## src/sv/dmwsm_pkg.sv

```systemverilog
package dmwsm_pkg;

   // Field and register widths
   localparam int SPEED_W  = 16;
   localparam int COUNT_W  = 16;
   localparam int CSR_W    = 16;
   localparam int CSR_IDX_W = 3;
   localparam int FRAC_W   = 4;
   localparam int PROD_W   = 32;
   localparam int DIVD_W   = 36;
   localparam int REQ_DATA_W = 8;
   localparam int RSP_DATA_W = 56;

   // Number of quotient bits produced by the shared divider
   localparam int DIV_STEPS  = 16;
   localparam int DIV_CNT_W  = 4;

   // Default parameter values
   localparam int TICKS_PER_MS_DEF = 10;
   localparam int FAST_DIVISOR_DEF = 100;

   // Register values after reset
   localparam logic [CSR_W-1:0] THRESHOLD_RST = 16'd10;
   localparam logic [CSR_W-1:0] WINDOW_RST    = 16'd100;
   localparam logic [CSR_W-1:0] TOGGLE_RST    = 16'd500;
   localparam logic [CSR_W-1:0] GAIN_RST      = 16'd322;

   // Configuration register indexes
   typedef enum logic [CSR_IDX_W-1:0] {
      CSR_THRESHOLD  = 3'd0,
      CSR_WINDOW     = 3'd1,
      CSR_TOGGLE     = 3'd2,
      CSR_GAIN_LEFT  = 3'd3,
      CSR_GAIN_RIGHT = 3'd4
   } csr_index_type;

   // Wheel selector
   typedef enum logic {
      WHEEL_LEFT  = 1'b0,
      WHEEL_RIGHT = 1'b1
   } wheel_sel_type;

   // Commands from the controller to the datapath
   typedef struct packed {
      logic          tick;
      wheel_sel_type sel;
      logic          mul;
      logic          scale;
      logic          div_step;
      logic          store;
      logic          decide;
      logic          emit;
   } cmd_type;

   // Status from the datapath to the controller
   typedef struct packed {
      logic need_meas;
      logic sat;
   } sts_type;

   // Controller states
   typedef enum logic [7:0] {
      ST_IDLE   = 8'b0000_0001,
      ST_CHECK  = 8'b0000_0010,
      ST_MUL    = 8'b0000_0100,
      ST_SCALE  = 8'b0000_1000,
      ST_DIV    = 8'b0001_0000,
      ST_STORE  = 8'b0010_0000,
      ST_DECIDE = 8'b0100_0000,
      ST_EMIT   = 8'b1000_0000
   } state_type;

endpackage

```

## src/sv/dmwsm_ctrl.sv

```systemverilog
module dmwsm_ctrl (
   input  logic              clock,
   input  logic              reset,
   input  logic              req_tvalid,
   output logic              req_tready,
   output logic              rsp_tvalid,
   input  logic              rsp_tready,
   output dmwsm_pkg::cmd_type cmd,
   input  dmwsm_pkg::sts_type sts
);
   import dmwsm_pkg::*;

   state_type             state_ff, state_in;
   wheel_sel_type         sel_ff, sel_in;
   logic [DIV_CNT_W-1:0]  step_ff, step_in;
   logic                  out_valid_ff, out_valid_in;
   logic                  emit_ok;

   // The result slot is free when empty or being drained this cycle
   assign emit_ok    = !out_valid_ff || rsp_tready;
   assign req_tready = (state_ff == ST_IDLE);
   assign rsp_tvalid = out_valid_ff;

   // Sequencer: per request, measure when due and decide for the left wheel, then the right
   always_comb begin
      state_in     = state_ff;
      sel_in       = sel_ff;
      step_in      = step_ff;
      out_valid_in = out_valid_ff;
      cmd          = '0;
      cmd.sel      = sel_ff;

      if (out_valid_ff && rsp_tready) begin
         out_valid_in = 1'b0;
      end

      unique case (state_ff)
         ST_IDLE: begin
            if (req_tvalid) begin
               cmd.tick = 1'b1;
               sel_in   = WHEEL_LEFT;
               state_in = ST_CHECK;
            end
         end
         ST_CHECK: begin
            state_in = sts.need_meas ? ST_MUL : ST_DECIDE;
         end
         ST_MUL: begin
            cmd.mul  = 1'b1;
            state_in = ST_SCALE;
         end
         ST_SCALE: begin
            cmd.scale = 1'b1;
            step_in   = '0;
            state_in  = sts.sat ? ST_STORE : ST_DIV;
         end
         ST_DIV: begin
            cmd.div_step = 1'b1;
            step_in      = step_ff + 1'b1;
            if (step_ff == DIV_CNT_W'(DIV_STEPS - 1)) begin
               state_in = ST_STORE;
            end
         end
         ST_STORE: begin
            cmd.store = 1'b1;
            state_in  = ST_DECIDE;
         end
         ST_DECIDE: begin
            cmd.decide = 1'b1;
            if (sel_ff == WHEEL_LEFT) begin
               sel_in   = WHEEL_RIGHT;
               state_in = ST_CHECK;
            end else begin
               state_in = ST_EMIT;
            end
         end
         ST_EMIT: begin
            if (emit_ok) begin
               cmd.emit     = 1'b1;
               out_valid_in = 1'b1;
               state_in     = ST_IDLE;
            end
         end
         default: begin
            state_in = ST_IDLE;
         end
      endcase
   end

   always_ff @(posedge clock) begin
      if (reset) begin
         state_ff     <= ST_IDLE;
         sel_ff       <= WHEEL_LEFT;
         step_ff      <= '0;
         out_valid_ff <= 1'b0;
      end else begin
         state_ff     <= state_in;
         sel_ff       <= sel_in;
         step_ff      <= step_in;
         out_valid_ff <= out_valid_in;
      end
   end

endmodule

```

## src/sv/dmwsm_dp.sv

```systemverilog
module dmwsm_dp #(
   parameter int TICKS_PER_MS = dmwsm_pkg::TICKS_PER_MS_DEF,
   parameter int FAST_DIVISOR = dmwsm_pkg::FAST_DIVISOR_DEF
) (
   input  logic                                  clock,
   input  logic                                  reset,
   input  logic [1:0]                            pulse,
   input  logic                                  csr_we,
   input  logic [dmwsm_pkg::CSR_IDX_W-1:0]       csr_addr,
   input  logic [dmwsm_pkg::CSR_W-1:0]           csr_wdata,
   input  dmwsm_pkg::cmd_type                    cmd,
   output dmwsm_pkg::sts_type                    sts,
   output logic [dmwsm_pkg::RSP_DATA_W-1:0]      rsp_data
);
   import dmwsm_pkg::*;

   typedef struct packed {
      logic [COUNT_W-1:0] elapsed;
      logic [COUNT_W-1:0] age;
      logic [COUNT_W-1:0] count;
      logic [SPEED_W-1:0] speed;
      logic               mode;
   } wheel_type;

   // Configuration registers
   logic [CSR_W-1:0] threshold_ff, window_ff, toggle_ff, gain_l_ff, gain_r_ff;

   // Measurement state
   logic [FRAC_W-1:0] frac_ff, frac_in;
   wheel_type         wheel_ff [2];
   wheel_type         wheel_in [2];
   logic [1:0]        fresh_ff, fresh_in;

   // Multiplier and divider registers
   logic [PROD_W-1:0]  prod_ff, prod_in;
   logic [SPEED_W-1:0] rem_ff, rem_in;
   logic [SPEED_W-1:0] quo_ff, quo_in;
   logic [SPEED_W-1:0] dvs_ff, dvs_in;
   logic               sat_ff, sat_in;

   // Result register
   logic [RSP_DATA_W-1:0] rsp_ff, rsp_in;

   wheel_type          cur;
   logic [CSR_W-1:0]   gain;
   logic [FRAC_W-1:0]  frac_next;
   logic               ms_step;
   logic [DIVD_W-1:0]  dividend;
   logic [SPEED_W-1:0] divisor;
   logic [SPEED_W:0]   trial;
   logic [SPEED_W:0]   diff;
   logic [SPEED_W:0]   sum;

   function automatic logic [COUNT_W-1:0] sat_inc(input logic [COUNT_W-1:0] v);
      return (v == '1) ? v : v + 1'b1;
   endfunction

   // Selected wheel and its sensor gain
   assign cur  = wheel_ff[cmd.sel];
   assign gain = (cmd.sel == WHEEL_RIGHT) ? gain_r_ff : gain_l_ff;

   // A fast wheel measures at the end of its window, a slow one on its first pulse
   assign sts.need_meas = cur.mode ? (cur.elapsed >= window_ff) : (cur.count != '0);

   // Dividend and divisor for the selected wheel's mode
   always_comb begin
      if (cur.mode) begin
         dividend = {{(DIVD_W-PROD_W){1'b0}}, prod_ff};
         divisor  = SPEED_W'(FAST_DIVISOR);
      end else begin
         dividend = {1'b0, prod_ff, 3'b000} + {3'b000, prod_ff, 1'b0};
         divisor  = (cur.elapsed == '0) ? SPEED_W'(1) : cur.elapsed;
      end
   end

   // The quotient overflows sixteen bits exactly when the top part reaches the divisor
   assign sts.sat = (dividend[DIVD_W-1:SPEED_W] >= {4'b0000, divisor});

   // One restoring division step
   assign trial = {rem_ff, quo_ff[SPEED_W-1]};
   assign diff  = trial - {1'b0, dvs_ff};

   assign frac_next = frac_ff + 1'b1;
   assign ms_step   = (frac_next >= FRAC_W'(TICKS_PER_MS));
   assign sum       = {1'b0, wheel_ff[0].speed} + {1'b0, wheel_ff[1].speed};

   // Per-wheel state updates
   always_comb begin
      frac_in     = frac_ff;
      fresh_in    = fresh_ff;
      wheel_in[0] = wheel_ff[0];
      wheel_in[1] = wheel_ff[1];

      if (cmd.tick) begin
         frac_in  = ms_step ? '0 : frac_next;
         fresh_in = '0;
         for (int i = 0; i < 2; i++) begin
            if (ms_step) begin
               wheel_in[i].elapsed = sat_inc(wheel_ff[i].elapsed);
               wheel_in[i].age     = sat_inc(wheel_ff[i].age);
            end
            if (pulse[i]) begin
               wheel_in[i].count = sat_inc(wheel_ff[i].count);
            end
         end
      end

      if (cmd.store) begin
         wheel_in[cmd.sel].speed   = sat_ff ? '1 : quo_ff;
         wheel_in[cmd.sel].count   = '0;
         wheel_in[cmd.sel].elapsed = '0;
         fresh_in[cmd.sel]         = 1'b1;
      end

      if (cmd.decide && (cur.age >= toggle_ff)) begin
         wheel_in[cmd.sel].mode = (cur.speed > threshold_ff);
         wheel_in[cmd.sel].age  = '0;
      end
   end

   // Multiplier and divider
   always_comb begin
      prod_in = prod_ff;
      rem_in  = rem_ff;
      quo_in  = quo_ff;
      dvs_in  = dvs_ff;
      sat_in  = sat_ff;

      if (cmd.mul) begin
         prod_in = cur.count * gain;
      end
      if (cmd.scale) begin
         sat_in = sts.sat;
         rem_in = dividend[2*SPEED_W-1:SPEED_W];
         quo_in = dividend[SPEED_W-1:0];
         dvs_in = divisor;
      end
      if (cmd.div_step) begin
         if (!diff[SPEED_W]) begin
            rem_in = diff[SPEED_W-1:0];
            quo_in = {quo_ff[SPEED_W-2:0], 1'b1};
         end else begin
            rem_in = trial[SPEED_W-1:0];
            quo_in = {quo_ff[SPEED_W-2:0], 1'b0};
         end
      end
   end

   // Result word: speeds, mean, modes and fresh flags
   always_comb begin
      rsp_in = rsp_ff;
      if (cmd.emit) begin
         rsp_in = {4'b0000, fresh_ff[1], fresh_ff[0], wheel_ff[1].mode, wheel_ff[0].mode,
                   sum[SPEED_W:1], wheel_ff[1].speed, wheel_ff[0].speed};
      end
   end

   assign rsp_data = rsp_ff;

   // Configuration writes
   always_ff @(posedge clock) begin
      if (reset) begin
         threshold_ff <= THRESHOLD_RST;
         window_ff    <= WINDOW_RST;
         toggle_ff    <= TOGGLE_RST;
         gain_l_ff    <= GAIN_RST;
         gain_r_ff    <= GAIN_RST;
      end else if (csr_we) begin
         unique case (csr_addr)
            CSR_THRESHOLD:  threshold_ff <= csr_wdata;
            CSR_WINDOW:     window_ff    <= csr_wdata;
            CSR_TOGGLE:     toggle_ff    <= csr_wdata;
            CSR_GAIN_LEFT:  gain_l_ff    <= csr_wdata;
            CSR_GAIN_RIGHT: gain_r_ff    <= csr_wdata;
            default: begin
            end
         endcase
      end
   end

   // Measurement state
   always_ff @(posedge clock) begin
      if (reset) begin
         frac_ff     <= '0;
         fresh_ff    <= '0;
         wheel_ff[0] <= '0;
         wheel_ff[1] <= '0;
      end else begin
         frac_ff     <= frac_in;
         fresh_ff    <= fresh_in;
         wheel_ff[0] <= wheel_in[0];
         wheel_ff[1] <= wheel_in[1];
      end
   end

   // Arithmetic and result payload
   always_ff @(posedge clock) begin
      prod_ff <= prod_in;
      rem_ff  <= rem_in;
      quo_ff  <= quo_in;
      dvs_ff  <= dvs_in;
      sat_ff  <= sat_in;
      rsp_ff  <= rsp_in;
   end

endmodule

```

## src/sv/dual_mode_wheel_speed_meter.sv

```systemverilog
// Dual-mode wheel speed meter.
// Each request on the req_ channel is one sub-millisecond tick carrying a pulse
// flag per wheel; TICKS_PER_MS requests make one millisecond. Every request
// yields exactly one result on the rsp_ channel with both wheel speeds, their
// mean, the measurement modes and flags marking which speeds were recomputed.
// A fast-mode wheel counts pulses over a window and scales the count; a
// slow-mode wheel divides its scaled count by the elapsed milliseconds.
// Each request runs from acceptance to result as: per wheel a check and a mode
// decision, and when a measurement is due a multiply, a scaling, sixteen steps
// of the shared one-bit-per-cycle restoring divider and a store (a saturating
// quotient skips the divider); then the output register is loaded.
// Requests are handled one at a time: a new request is taken only once the
// result of the last one has been loaded into the output register.
// The result sits in an output register, so a new request is taken while a
// stalled result waits; the next result is held back until it is taken.
// The user must write registers over the csr_ port only while the block is idle; the block does not enforce this.
// Synchronous reset restores register defaults, clears all counters and
// speeds, puts both wheels in slow mode and empties the output register.
module dual_mode_wheel_speed_meter #(
   parameter int TICKS_PER_MS = dmwsm_pkg::TICKS_PER_MS_DEF,
   parameter int FAST_DIVISOR = dmwsm_pkg::FAST_DIVISOR_DEF
) (
   input  logic                                  clock,
   input  logic                                  reset,
   input  logic                                  req_tvalid,
   output logic                                  req_tready,
   // [0] pulse_left, [1] pulse_right, [7:2] zero
   input  logic [dmwsm_pkg::REQ_DATA_W-1:0]      req_tdata,
   output logic                                  rsp_tvalid,
   input  logic                                  rsp_tready,
   // [15:0] speed_left, [31:16] speed_right, [47:32] speed_mean,
   // [48] mode_left, [49] mode_right, [50] fresh_left, [51] fresh_right, [55:52] zero
   output logic [dmwsm_pkg::RSP_DATA_W-1:0]      rsp_tdata,
   input  logic                                  csr_we,
   input  logic [dmwsm_pkg::CSR_IDX_W-1:0]       csr_addr,
   input  logic [dmwsm_pkg::CSR_W-1:0]           csr_wdata
);
   import dmwsm_pkg::*;

   cmd_type cmd;
   sts_type sts;

   // Sequencer
   dmwsm_ctrl u_ctrl (
      .clock      (clock),
      .reset      (reset),
      .req_tvalid (req_tvalid),
      .req_tready (req_tready),
      .rsp_tvalid (rsp_tvalid),
      .rsp_tready (rsp_tready),
      .cmd        (cmd),
      .sts        (sts)
   );

   // Counters, registers and arithmetic
   dmwsm_dp #(
      .TICKS_PER_MS (TICKS_PER_MS),
      .FAST_DIVISOR (FAST_DIVISOR)
   ) u_dp (
      .clock     (clock),
      .reset     (reset),
      .pulse     (req_tdata[1:0]),
      .csr_we    (csr_we),
      .csr_addr  (csr_addr),
      .csr_wdata (csr_wdata),
      .cmd       (cmd),
      .sts       (sts),
      .rsp_data  (rsp_tdata)
   );

endmodule

```

## config.mk

```make
export PLATFORM = sky130hd
export DESIGN_NAME = dual_mode_wheel_speed_meter
export DESIGN_NICKNAME = d
export VERILOG_FILES = /design/src/sv/dmwsm_pkg.sv /design/src/sv/dmwsm_ctrl.sv /design/src/sv/dmwsm_dp.sv /design/src/sv/dual_mode_wheel_speed_meter.sv
export SDC_FILE = /design/constraint.sdc
export NUM_CORES = 2
export LEC_CHECK = 0
export BUFFER_PORTS_ARGS = -buffer_cell sky130_fd_sc_hd__buf_2
export CAP_MARGIN = 20
export CORE_ASPECT_RATIO = 0.9
export CORE_MARGIN = 5
export CORE_UTILIZATION = 52
export CTS_CLUSTER_SIZE = 20
export DETAILED_ROUTE_END_ITERATION = 8
export PLACE_DENSITY = 0.78
export SYNTH_ARGS = -nofsm -noshare
export SYNTH_HDL_FRONTEND = slang
export SYNTH_SLANG_ARGS = --single-unit
```

## constraint.sdc

```tcl
create_clock -name clock -period 8 [get_ports clock]
set_clock_uncertainty 0.15 [all_clocks]
set_input_delay 1.2 -clock clock [delete_from_list [all_inputs] [get_ports clock]]
set_output_delay 1.2 -clock clock [all_outputs]
set_load 0.02 [all_outputs]
```

; After elaboration in Yosys (flattened, before gate mapping)
; Memories as Yosys holds them, arrays and structs flattened. A register that Yosys moved wholly into a read port is not among the register bits.
; Index checks and enable logic that the tools add are counted.
[classes]
eq_ne = 22
bitwise_logic = 4
multipliers = 1
mux = 75
order_cmp = 9
n_addsub = 11
reduce_logical = 19
[ops]
columns = cell, n
row1 = bitwise mux 130 bit, 5
row2 = demux 65 bit (select 1 bit), 5
row3 = 2-to-1 mux 16 bit, 17
row4 = 2-to-1 mux 130 bit, 2
row5 = 2-to-1 mux 65 bit, 3
row6 = "adder 16 x 1 -> 16 bit, second input constant", 6
row7 = "== test 16 bit, second input constant", 6
row8 = 2-to-1 mux 48 bit, 2
row9 = 2-to-1 mux 32 bit, 2
row10 = case mux 8 bit (8 select lines), 1
row11 = 2-to-1 mux 49 bit, 1
row12 = adder 35 x 33 -> 36 bit, 1
row13 = 2-to-1 mux 36 bit, 1
row14 = 2-to-1 mux 33 bit, 1
row15 = greater-or-equal comparator 16 bit, 2
row16 = multiplier 16 x 16 -> 32 bit, 1
row17 = 2-to-1 mux 8 bit, 4
row18 = 2-to-1 mux 1 bit, 22
row19 = greater-or-equal comparator 20 x 16 -> 1 bit, 1
row20 = adder 16 x 16 -> 17 bit, 1
row21 = 2-to-1 mux 17 bit, 1
row22 = subtractor 17 x 16 -> 17 bit, 1
row23 = greater-than comparator 16 bit, 1
row24 = logical NOT 16 bit, 1
row25 = 38 further kinds, 53
[totals]
ff_bits = 233
input_bits = 32
n_memories = 1
elab_cells = 159
mem_bits_rw = 130
output_inout_bits = 58
[memory_table]
columns = memory, depth, width, read_ports, rd_clocked_by_memory_dff, wr, line_no
row1 = u_dp.wheel_ff, 2, 65, 3, 1, 2, dmwsm_dp.sv:30  ; wheel_type wheel_ff [2];

; Depth between registers and ports, before layout
[logic_depth]
depth_word = 13
mapped_depth = 28
depth_no_buf = 25

; Cells and area by module
; From an unflattened synthesis, not the netlist that was laid out.
[hier_totals]
hier_cells = 3166
area_unflattened_um2 = 28155.8
[by_module_without_submodules]
columns = mod, seq_area_each_um2, n_inst, area_each_um2, cells_each
row1 = dmwsm_dp, 8318.0, 1, 27345.0, 3069
row2 = dmwsm_ctrl, 280.3, 1, 810.8, 97

; Worst setup path before layout
; Ideal clock, no wire load.
[synth_timing]
path_kind = reg2reg
startpoint = register (tool-made name)
endpoint = register u_dp.prod_ff[30], data pin
synth_period_minus_slack_ns = 7.816
setup_time_ns = 0.258
path_buffers = 4
slack_ns = 0.184
stages_incl_launch_ff = 27
arrival_ns = 7.408
path_cell_list = dfxtp_1 > clkbuf_1 > buf_1 > clkbuf_1 > buf_1 > mux2i_1 > nor2_1 > fa_1 > inv_1 > fa_1 > inv_1 > fa_1 > fa_1 > fa_1 > inv_1 > fa_1 > inv_1 > ha_1 > a21oi_1 > o21ai_0 > o2bb2ai_1 > a211o_1 > a211o_1 > o41ai_2 > o21bai_1 > a21oi_2 > xnor2_1
[synth_lines]
columns = element, line_no
row1 = "end signal, assigned", dmwsm_dp.sv:198  ; prod_ff <= prod_in;
row2 = "end, declared", dmwsm_dp.sv:35  ; logic [PROD_W-1:0] prod_ff, prod_in;

==> flow_summary_export.csv <==
group,metric,value,unit
floorplanning,floorplan.die_area,58400,µm²
timing,timing_max_transition_violations_final,0,
worst_setup_path,critical-path-top-cell-by-count,"sky130_fd_sc_hd__fa_1",
flow_run,drv.max_cap_violation_count,0,
finish,final_layout_size_suffix_gt1_share,8.29,%
clock_network,clk_root_buffer_cell,"sky130_fd_sc_hd__clkbuf_16",
synth,yosysSeqAreaShare,30.9,%
clock_network,cts.repair_timing.setup_buffer_count,0,
synth,synth-edff-count,133,
floorplanning,io_pins,90,
power_and_ir_drop,pwr_density_cell,130,nW/µm²
clock_network,tritoncts_clock_tree,"yes",
clock_network,numClockSinks,364,
finish,antenna_cells_inserted,0,
synth,post_synthesis_cell_count,3153,
finish,layout.cell_area.non_filler,30300,µm²
clock_network,clk_transition_reported_paths,0.06,ns
worst_setup_path,crit_chain,"mux2i_1 > nor2_1 > fa_1 > inv_1 > fa_1 > fa_1 > inv_1 > ha_1 > fa_1 > inv_1 > fa_1 > inv_1 > ha_1 > a2111oi_0 > o21ai_0 > a311o_1 > a211o_1 > nand2_1 > o21ai_0 > nor3_1 > o21bai_1 > a21oi_1 > xnor2_1",
place,gpl.final_weighted_congestion,0.935,
timing,hold-worst-slack,0.285,ns
timing,clock_period_minus_worst_slack,7.51,ns
synth,post_synth_instance_area,27900,µm²
floorplanning,die_width,254,µm
clock_network,worst_case_clock_buffer_depth,3,
synth,async_flop_share,0,%
synth,yosysTopAreaCellShare,16.6,%
timing,final_min_period_over_clock_period,93.9,%
finish,nets,3670,
floorplanning,fp.coreArea,53100,µm²
grt,pin_count_of_the_biggest_net_entering_global_routing,72,
detailed_routing,dr.first_iter.drc_count,2039,
timing,timing.slew.headroom,33.0,%
worst_setup_path,critPathLaunchType,"flip-flop",
finish,syn2layout_area_growth,8.66,%
synth,post-synth-top-count-cell,"sky130_fd_sc_hd__nand2_1",
synth,ys.warnings.count,0,
worst_hold_path,hold_path_class,"flip-flop to flip-flop",
worst_setup_path,worstSetupPathType,"flip-flop to flip-flop",
finish,post-route-util,57.2,%
floorplanning,initial_core_util,52.6,%
clock_network,clock_insertion_delay_worst_skew,0.55,ns
worst_setup_path,crit_path_top_delay_cell,"sky130_fd_sc_hd__dfxtp_4",
timing,setup-tns-final,0,ns
finish,layout.area.seq,8620,µm²
grt,grt-ovfl-total,0,
grt,antenna_violations_before_repair,0,
timing,timing.fmax,0.133,GHz
synth,synth_top_cells_by_count,"sky130_fd_sc_hd__nand2_1 (473), sky130_fd_sc_hd__nor2_1 (375), sky130_fd_sc_hd__inv_1 (342), sky130_fd_sc_hd__ha_1 (238), sky130_fd_sc_hd__dfxtp_1 (231)",
floorplanning,die-height,230,µm
synth,ys_top_cells_by_area,"sky130_fd_sc_hd__dfxtp_1 (17%), sky130_fd_sc_hd__edfxtp_1 (14%), sky130_fd_sc_hd__fa_1 (14%)",
worst_setup_path,crit_path_max_fanout,33,
place,post_dp_cell_area,29100,µm²
timing,setup_viol,0,
worst_setup_path,worst_ep_arrival_time,7.66,ns
finish,multiInputGateArea,17600,µm²
grt,first_pass_grt_wire_length,111,mm
place,detail_placement_hpwl,53.0,mm
worst_setup_path,timing.critical_path.required,8.15,ns
detailed_routing,viasPerCell,5.73,
detailed_routing,detail_route.wirelength,69.5,mm
worst_setup_path,worst_setup_path_end_kind,"flip-flop",
power_and_ir_drop,irDropWorstVdd,0.000170,V
detailed_routing,routed-via-count,22500,
clock_network,cts-resized-gates,0,
synth,synth.ff_latch_count,364,
grt,globalRouteTotalUtil,23.1,%
floorplanning,num_rows,80,
finish,fin_cells,3929,
timing,timing.final.hold_violations,0,
place,port_buffer_count,79,
synth,synth_top_area_cell,"sky130_fd_sc_hd__dfxtp_1",
power_and_ir_drop,cellLeakagePower,13.2,nW
synth,postSynth.topFlopCell,"sky130_fd_sc_hd__dfxtp_1",
clock_network,ctsHtreeMaxLevel,2,
detailed_routing,remaining_drc_errors,0,
synth,synth_area_per_cell,8.86,µm²
place,placed_cells,3860,
clock_network,postCtsHoldBufs,0,
clock_network,cts_buffers,38,
worst_setup_path,slowest_delay,0.65,ns
detailed_routing,detailedRoute.firstPassIterationCount,6,
detailed_routing,route.antenna.remaining_nets,0,
timing,worst_pin_slew,1.00,ns
grt,grt_pass1_vias,21200,
synth,netlist-cell-type-count,72,
detailed_routing,wire_per_inst,17.7,µm
run_status,outcome,"finished, final reports clean",
timing,grt_setup_unrepaired,"no",
finish,n_fill_cell,4547,
-- final cells by class --
type / instances / share of cell area (%)
Inverter: 342 / 4.23
Tap cell: 697 / 2.87
Clock inverter: 16 / 0.458
Multi-Input combinational cell: 2339 / 58.1
Sequential cell: 364 / 28.4
Timing Repair Buffer: 118 / 2.28
Clock buffer: 53 / 3.66
-- through the flow --
stage	setup slack [ns]	power, W
after floorplan	0.184	0.00212
after global placement	0.725	0.00219
after detailed placement	0.617	0.00219
after CTS	0.576	0.00395
after global routing	0.0771	0.00406
final	0.486	0.00393
-- layer usage --
| layer | track usage [%] | wire [µm] | part of all wire, % |
|---|---|---|---|
| met1 | 32.6 | 29400 | 42 |
| met2 | 36.9 | 31900 | 46 |
| met3 | 3.67 | 5810 | 8.3 |
| met4 | 7.16 | 2480 | 3.6 |
| met5 | 0 | 0 | 0 |
-- placed cells by master (no fill, tap or decap), drive strengths merged, types with 37 or more instances in the layout --
| cell type | instances |
|---|---|
| nand2 | 473 |
| nor2 | 375 |
| inv | 344 |
| ha | 238 |
| dfxtp | 231 |
| fa | 197 |
| a21oi | 189 |
| edfxtp | 133 |
| buf | 118 |
| o21ai | 81 |
| xor2 | 78 |
| mux2 | 68 |
| mux2i | 63 |
| nand3 | 61 |
| xnor2 | 61 |
| clkbuf | 53 |
| nor3 | 51 |
| a211oi | 48 |
| a21o | 43 |
| and3 | 37 |
-- final timing paths --
kind / from / to / slack, ns / cells after the start
worst max-delay path: flip-flop / u_dp.prod_ff[31] / 0.49 / 23
worst min register to register: u_dp.fresh_ff[1] / u_dp.rsp_data[51] / 0.28 / 0
worst min-delay path: u_dp.fresh_ff[1] / u_dp.rsp_data[51] / 0.28 / 0
worst max register to register: flip-flop / u_dp.prod_ff[31] / 0.49 / 23
-- kinds of logic (layout without fill, tap and decap cells) --
kind of cell	after synthesis	in the layout	share of synthesized area, %
AND/OR/NAND/NOR	1146	1146	17.9
multiplexers	131	131	5.00
buffers and inverters	453	529	6.16
adder cells (fa/ha/maj)	435	435	24.8
flip-flops	364	364	30.9
other	1	4	0.0134
AO/OA/AOI/OAI	484	484	11.0
XOR/XNOR	139	139	4.36
-- registers in the layout (all words and copies together), names as in the netlist, 2 cells and up, named ones only --
register,count
u_dp.window_ff,16
u_dp.dvs_ff,16
u_dp.frac_ff,4
u_dp.gain_l_ff,16
u_ctrl.step_ff,4
u_dp.threshold_ff,16
u_dp.quo_ff,16
u_dp.fresh_ff,2
u_dp.gain_r_ff,16
u_dp.rsp_data,52
u_dp.rem_ff,16
u_dp.wheel_ff,130
u_ctrl.state_ff,8
u_dp.toggle_ff,16
u_dp.prod_ff,32
-- power by group --
group,total (W),switching [W],internal (W),leakage (nW)
Clock,0.00177,0.000762,0.00101,0.608
Combinational,0.000214,0.000149,0.0000654,9.48
Sequential,0.00194,0.0000178,0.00193,3.11
-- critical path: cells and delay by family, from the launching register on --
kind / cells / cell delay, ns
muxes: 1 / 0.65
DFF: 1 / 0.65
buffers and inverters: 4 / 0.18
and+or+nand+nor: 3 / 0.47
xor gates and xnor gates: 1 / 0.09
AOI/OAI and AO/OA: 7 / 1.89
adders and majority gates: 7 / 3.15
(Power assumes the default switching activity.)
